## config.mk

```make
export PLATFORM = sky130hd
export DESIGN_NAME = p2rc_corner
export DESIGN_NICKNAME = d
export VERILOG_FILES = /design/src/hdl/p2rc_pkg.sv /design/src/hdl/p2rc_corner.sv
export SDC_FILE = /design/constraint.sdc
export NUM_CORES = 2
export LEC_CHECK = 0
export ABC_AREA = 0
export BUFFER_PORTS_ARGS = -buffer_cell sky130_fd_sc_hd__buf_4
export CORE_AREA = 2 2 478 480
export CTS_CLUSTER_DIAMETER = 60
export DETAILED_ROUTE_END_ITERATION = 8
export DIE_AREA = 0 0 480 482
export GPL_ROUTABILITY_DRIVEN = 0
export PLACE_DENSITY = 0.47
export SLEW_MARGIN = 30
export SYNTH_ARGS = -nofsm -noshare
export SYNTH_HDL_FRONTEND = slang
export SYNTH_SLANG_ARGS = --single-unit
```

## constraint.sdc

```tcl
create_clock -name clk -period 23.8 [get_ports clk]
set_clock_uncertainty 0.2 [all_clocks]
set_input_delay 3.57 -clock clk [delete_from_list [all_inputs] [get_ports clk]]
set_output_delay 3.57 -clock clk [all_outputs]
set_load 0.02 [all_outputs]
```

## src/hdl/p2rc_pkg.sv

```systemverilog
// p2rc_pkg: shared types, codes and helpers of the pose-to-corners pipeline.
// No dependencies.
`timescale 1ns / 1ps
package p2rc_pkg;

  localparam int DIV_STAGES = 32;

  localparam logic [1:0] CORNER_LAST = 2'd3;

  // Register select bit (paddr[2]).
  localparam logic REG_WIDTH  = 1'b0;
  localparam logic REG_HEIGHT = 1'b1;

  localparam logic [30:0] SIZE_RESET = 31'd65536;

  // Per-pose terms: rotation numerators already scaled by the half sizes.
  typedef struct packed {
    logic signed [63:0] a_x;
    logic signed [63:0] a_y;
    logic signed [63:0] a_z;
    logic signed [63:0] b_x;
    logic signed [63:0] b_y;
    logic signed [63:0] b_z;
    logic [32:0]        norm;
    logic signed [31:0] pos_x;
    logic signed [31:0] pos_y;
    logic signed [31:0] pos_z;
    logic [29:0]        half_w;
    logic [29:0]        half_h;
  } item_t;

  // Per-corner sideband that travels beside the divider lanes.
  typedef struct packed {
    logic [1:0]         idx;
    logic               zero;
    logic [2:0]         neg;
    logic signed [31:0] pos_x;
    logic signed [31:0] pos_y;
    logic signed [31:0] pos_z;
    logic signed [30:0] dx;
    logic signed [30:0] dy;
  } beat_t;

  function automatic logic signed [31:0] sat32(input logic signed [33:0] v);
    logic signed [31:0] r;
    r = v[31:0];
    if (v > 34'sd2147483647) begin
      r = 32'sh7FFFFFFF;
    end else if (v < -34'sd2147483648) begin
      r = 32'sh80000000;
    end
    return r;
  endfunction

endpackage

```

## src/hdl/p2rc_corner.sv

```systemverilog
// p2rc_corner: holds one pose and issues its four corners, one per cycle
// while adv is high, then folds sign and rounding bias into the dividends. Uses p2rc_pkg.
`timescale 1ns / 1ps
module p2rc_corner (
  input  logic                clk,
  input  logic                rst_n,
  input  logic                adv,
  input  logic                item_valid,
  output logic                item_ready,
  input  p2rc_pkg::item_t     item,
  output logic                beat_valid,
  output p2rc_pkg::beat_t     beat,
  output logic [32:0]         norm,
  output logic [2:0][62:0]    dvd
);
  import p2rc_pkg::*;

  item_t item_r;
  logic iv_r;
  logic [1:0] cnt_r;

  logic ev_r, mv_r;
  logic signed [63:0] s_r [3];
  logic signed [63:0] s_nxt [3];
  beat_t eb_r, mb_r;
  logic [32:0] en_r, mn_r;
  logic [2:0][62:0] d_r;

  logic pos_a, pos_b;
  logic signed [63:0] sa [3];
  logic signed [63:0] sb [3];
  logic signed [63:0] half_n;

  assign item_ready = !iv_r || (adv && cnt_r == CORNER_LAST);
  assign beat_valid = mv_r;
  assign beat = mb_r;
  assign norm = mn_r;
  assign dvd = d_r;

  always_ff @(posedge clk) begin
    if (!rst_n) begin
      iv_r  <= 1'b0;
      cnt_r <= 2'd0;
    end else if (item_valid && item_ready) begin
      iv_r  <= 1'b1;
      cnt_r <= 2'd0;
    end else if (adv && iv_r) begin
      cnt_r <= cnt_r + 2'd1;
      if (cnt_r == CORNER_LAST) iv_r <= 1'b0;
    end
  end

  always_ff @(posedge clk) begin
    if (item_valid && item_ready) item_r <= item;
  end

  always_comb begin
    pos_a = (cnt_r == 2'd0) || (cnt_r == CORNER_LAST);
    pos_b = (cnt_r == 2'd0) || (cnt_r == 2'd1);
    sa[0] = pos_a ? item_r.a_x : -item_r.a_x;
    sa[1] = pos_a ? item_r.a_y : -item_r.a_y;
    sa[2] = pos_a ? item_r.a_z : -item_r.a_z;
    sb[0] = pos_b ? item_r.b_x : -item_r.b_x;
    sb[1] = pos_b ? item_r.b_y : -item_r.b_y;
    sb[2] = pos_b ? item_r.b_z : -item_r.b_z;
    for (int i = 0; i < 3; i++) begin
      s_nxt[i] = sa[i] + sb[i];
    end
  end

  always_ff @(posedge clk) begin
    if (!rst_n) begin
      ev_r <= 1'b0;
      mv_r <= 1'b0;
    end else if (adv) begin
      ev_r <= iv_r;
      mv_r <= ev_r;
    end
  end

  always_ff @(posedge clk) begin
    if (adv && iv_r) begin
      for (int i = 0; i < 3; i++) begin
        s_r[i]     <= s_nxt[i];
        eb_r.neg[i] <= s_nxt[i][63];
      end
      en_r       <= item_r.norm;
      eb_r.idx   <= cnt_r;
      eb_r.zero  <= (item_r.norm == 33'd0);
      eb_r.pos_x <= item_r.pos_x;
      eb_r.pos_y <= item_r.pos_y;
      eb_r.pos_z <= item_r.pos_z;
      eb_r.dx    <= pos_a ? $signed({1'b0, item_r.half_w}) : -$signed({1'b0, item_r.half_w});
      eb_r.dy    <= pos_b ? $signed({1'b0, item_r.half_h}) : -$signed({1'b0, item_r.half_h});
    end
  end

  assign half_n = $signed({32'd0, en_r[32:1]});

  always_ff @(posedge clk) begin
    if (adv && ev_r) begin
      mb_r <= eb_r;
      for (int i = 0; i < 3; i++) begin
        d_r[i] <= s_r[i][63] ? 63'(half_n - s_r[i]) : 63'(s_r[i] + half_n);
      end
      mn_r <= en_r;
    end
  end

endmodule

```

# Word level (Yosys, flattened, before mapping)
# Memories as Yosys holds them, arrays and structs flattened.
# Cells that the tools add are included.
# totals
reg_bits	1161
wordCells	91
ram_bits	192
output_inout_bits	388
mem_count	1
# classes
n_eq_ne	2
n_bitwise	1
add_sub_neg	18
reduce_logical	14
mux	16
# memory_table
name	depth	width	rd	rd_clocked_by_memory_dff	wr	line	text
s_r	3	64	3	0	3	p2rc_corner.sv:23	logic signed [63:0] s_r [3];
# ops
op	n
64-bit 2-to-1 mux	6
64-bit negation	6
64-bit adder	3
63-bit by 33-bit adder with 63-bit output	3
63-bit 2-to-1 mux	3
33-bit by 63-bit subtractor with 63-bit output	3
30-bit negation with 31-bit output	2
30-bit 2-to-1 mux	2
33-bit zero test	1
1-bit 2-to-1 mux	5
1-bit logical AND	4
2-bit nonzero test	2
1-bit logical OR	3
2-bit by 1-bit adder with 2-bit output, second input constant	1
2-bit by 1-bit == test with 1-bit output, second input constant	1
2-bit == test, second input constant	1
2-bit zero test	1
2-bit AND reduction	1
2-bit OR reduction	1
1-bit zero test	1
1-bit inverter	1

# Longest topological paths before layout
# depth
depth_word	6
ltp_mapped	25
mapped_depth_nobuf	23

# Worst setup path after synthesis
# Ideal clock, no wire load.
# synth_path
path_type	input to register
from	input port adv
to	register cnt_r[0]
cell_stages	5
required_time_ns	23.468
arrival_ns	17.756
setup_slack_ns	5.712
cell_sequence	nand2_1 -> nand2_1 -> and2_1 -> nand2b_1 -> nor2_1
# synth_via
elab_chain_cells	4
# synth_rtl
element	line	text
start, declared	p2rc_corner.sv:7	input logic adv,
1-bit logical AND	p2rc_corner.sv:34	assign item_ready = !iv_r || (adv && cnt_r == CORNER_LAST);
1-bit logical OR	p2rc_corner.sv:34	
via item_ready	p2rc_corner.sv:9	output logic item_ready,
1-bit logical AND	p2rc_corner.sv:44	end else if (item_valid && item_ready) begin
2-bit OR reduction (no line)	-	
end signal, assigned	p2rc_corner.sv:48	cnt_r <= cnt_r + 2'd1;
end, declared	p2rc_corner.sv:20	logic [1:0] cnt_r;
# The timed path passes the listed nets, and every way through them passes these cells.
# A chain may end at the register's enable or synchronous reset.

# Final worst setup path
# layout_path
from	input port adv
to	output port item_ready
# layout_via
elab_chain_cells	2
# layout_rtl
element	line
1-bit logical AND	p2rc_corner.sv:34
1-bit logical OR	p2rc_corner.sv:34
end, declared	p2rc_corner.sv:9
# No other way between the ends.

==> impl_metrics.json <==
{
  "nFillCells": 21858,
  "yosys_warnings": 0,
  "avgSynthCellArea_sq_um": 11.8,
  "clk_latency_ps": 820,
  "hpwlAfterDp_microns": 188000,
  "status": "finished, final reports clean",
  "final_nets": 7986,
  "p_int_mw": 4.98,
  "fin_crit_ps": 7830,
  "power_mw": 7.12,
  "cts.sinks": 1350,
  "yosysTopAreaCell": "edfxtp_1",
  "fin_setup_tns_ps": 0,
  "hp-class": "reg -> reg",
  "synthArstFlopShare_pct": 0,
  "firstDrtPassIters": 5,
  "path_clk_slew_ps": 50,
  "hold_buffers": 0,
  "seq_power_share_pct": 41.6,
  "synth_top_area_share_pct": 56.0,
  "grt_max_degree": 154,
  "worstPathMaxFanout": 5,
  "seq_area_frac_synth_pct": 56.1,
  "synthTopCellsByCount": "edfxtp_1 (1345), xnor2_1 (710), a21oi_1 (462)",
  "pwr-share-comb_pct": 22.4,
  "switching_share_pct": 30.1,
  "synth_ff_type": "edfxtp_1",
  "antenna_found_initial": 55,
  "cts_setup_buffers": 0,
  "core_area_sq_um": 226000,
  "fp-row-count": 175,
  "crit_arrival_ps": 4060,
  "drt-total-wl_microns": 237000,
  "cp.required_ps": 20030,
  "whs_ps": 202,
  "power.density_nw_per_um2": 80.3,
  "synth_edf_count": 1345,
  "max_cap_violations": 0,
  "synth_most_common_cell": "edfxtp_1",
  "syn_to_final_growth_pct": 22.9,
  "power_frac_clock_pct": 36.0,
  "irDropWorstVdd_uv": 69.8,
  "placed_cell_area_sq_um": 82900,
  "cts_tree": "done",
  "ys_ff_latch": 1350,
  "fin_area_sq_um": 88700,
  "post-route-period-util_pct": 32.9,
  "syn_inst": 6100,
  "synth_area_sq_um": 72100,
  "endpoint_kind": "output pin",
  "maxSlewViolCount": 0,
  "drc": 0,
  "p_sw_mw": 2.14,
  "viasPerCell": 5.09,
  "fmax_mhz": 128,
  "finalHoldViolations": 0,
  "die_height_microns": 482,
  "tightest_slew_ps": 1040,
  "setup_viol": 0,
  "slew_headroom_pct": 30.8,
  "cts_buffer_depth": 3,
  "worstSetupPathType": "in -> out",
  "p_leak_nw": 31.9,
  "grt_usage_pct": 19.8,
  "cts_buffers": 168,
  "grt_pass1_wl_microns": 340000,
  "via_count": 52322,
  "rsz0062_at_grt": "false",
  "port_buffers": 964,
  "gr-total-overflow": 0,
  "initial_core_util_pct": 31.9,
  "drive_above_1_share_pct": 18.4,
  "cp-start-kind": "input pin",
  "fp.dieW_microns": 480,
  "die_area_sq_um": 231000,
  "avgRoutedWirePerCell_microns": 23.1,
  "ys_types": 85,
  "drt_iter0_drc": 3655,
  "num_io_pins": 965,
  "synth_nets": 6982,
  "synth.area.top_cells": "edfxtp_1 (56%), xnor2_1 (8.6%), ha_1 (5.2%)",
  "grt_pass1_vias": 51299,
  "antenna_left": 0,
  "clock_tree.htree_level_count": 4,
  "cts_root_buf": "clkbuf_16",
  "cts_resized": 0
}
==> worst paths after layout <==
kind | startpoint | to | slack (ps) | cells after the start
worst max-delay path | adv | item_ready | 15970 | 4
worst min-delay path | item_r[145] | eb_r[147] | 200 | 0
worst max register to register | item_r[192] | eb_r[160] | 17060 | 19
worst min register to register | item_r[145] | eb_r[147] | 200 | 0
==> power groups by stage <==
stage                     registers [mW]  logic, mW  clock network (mW)
after floorplan                     3.03       1.07                   0
after global placement              3.01       1.59                   0
after detailed placement            3.01       1.60                   0
after CTS                           2.96       1.60                2.63
after global routing                2.98       1.77                2.72
final                               2.96       1.59                2.56
==> routing by layer <==
layer | GRT usage (%) | vias up | wire length, microns
met1 | 26.2 | 25084 | 104000
met5 | 0 | - | 192
met3 | 5.97 | 355 | 20400
met2 | 30.6 | 1661 | 105000
li1 | - | 25192 | -
met4 | 7.15 | 30 | 8480
==> layout by cell type (no fill, tap or decap), types with 168 or more instances in the layout <==
master / instances
buf_4: 1009
nor2_1: 380
o21ai_0: 298
edfxtp_1: 1345
inv_1: 169
xnor2_1: 710
nand2_1: 352
xor2_1: 258
ha_1: 298
a21oi_1: 462
clkbuf_16: 168
==> worst max-delay path: stages <==
cell and delay [ps]:
buf_4 150, nand2_1 100, nand2_1 80, buf_4 160
==> cell type report <==
type,count,area [sq um],share of cell area [%]
well taps,3009,3760,4.25
diodes,23,57.6,0.0649
clock inverters,110,1330,1.50
flip-flops and latches,1350,40500,45.7
multi-input cells,4398,30400,34.2
inverters,170,646,0.728
repair buffers,1016,7700,8.69
clock buffers,197,4310,4.86
==> flip-flops by register name, summed over array words and instances (netlist names) <==
signal and flops:
dvd 189, beat_valid 1, norm 33, cnt_r 2, eb_r 164, s_r 189
en_r 33, ev_r 1, beat 164, item_r 573, iv_r 1
==> per-stage QoR <==
step	std cells	setup slack (ps)	util (%)
floorplan	6100	5710	-
global placement	9941	15390	36.6
detailed placement	9941	15340	36.6
CTS	10248	15960	39.1
global route	10258	15950	39.1
finish	10273	15970	39.2
==> cells by family after synthesis <==
family / synth area share (%)
DFF: 56.1
AOI/OAI and AO/OA: 13.1
xor gates and xnor gates: 11.8
buffers and inverters: 1.84
and+or+nand+nor: 11.8
adders and majority gates: 5.35
muxes: 0.101
Power figures use the tool's default switching activity.
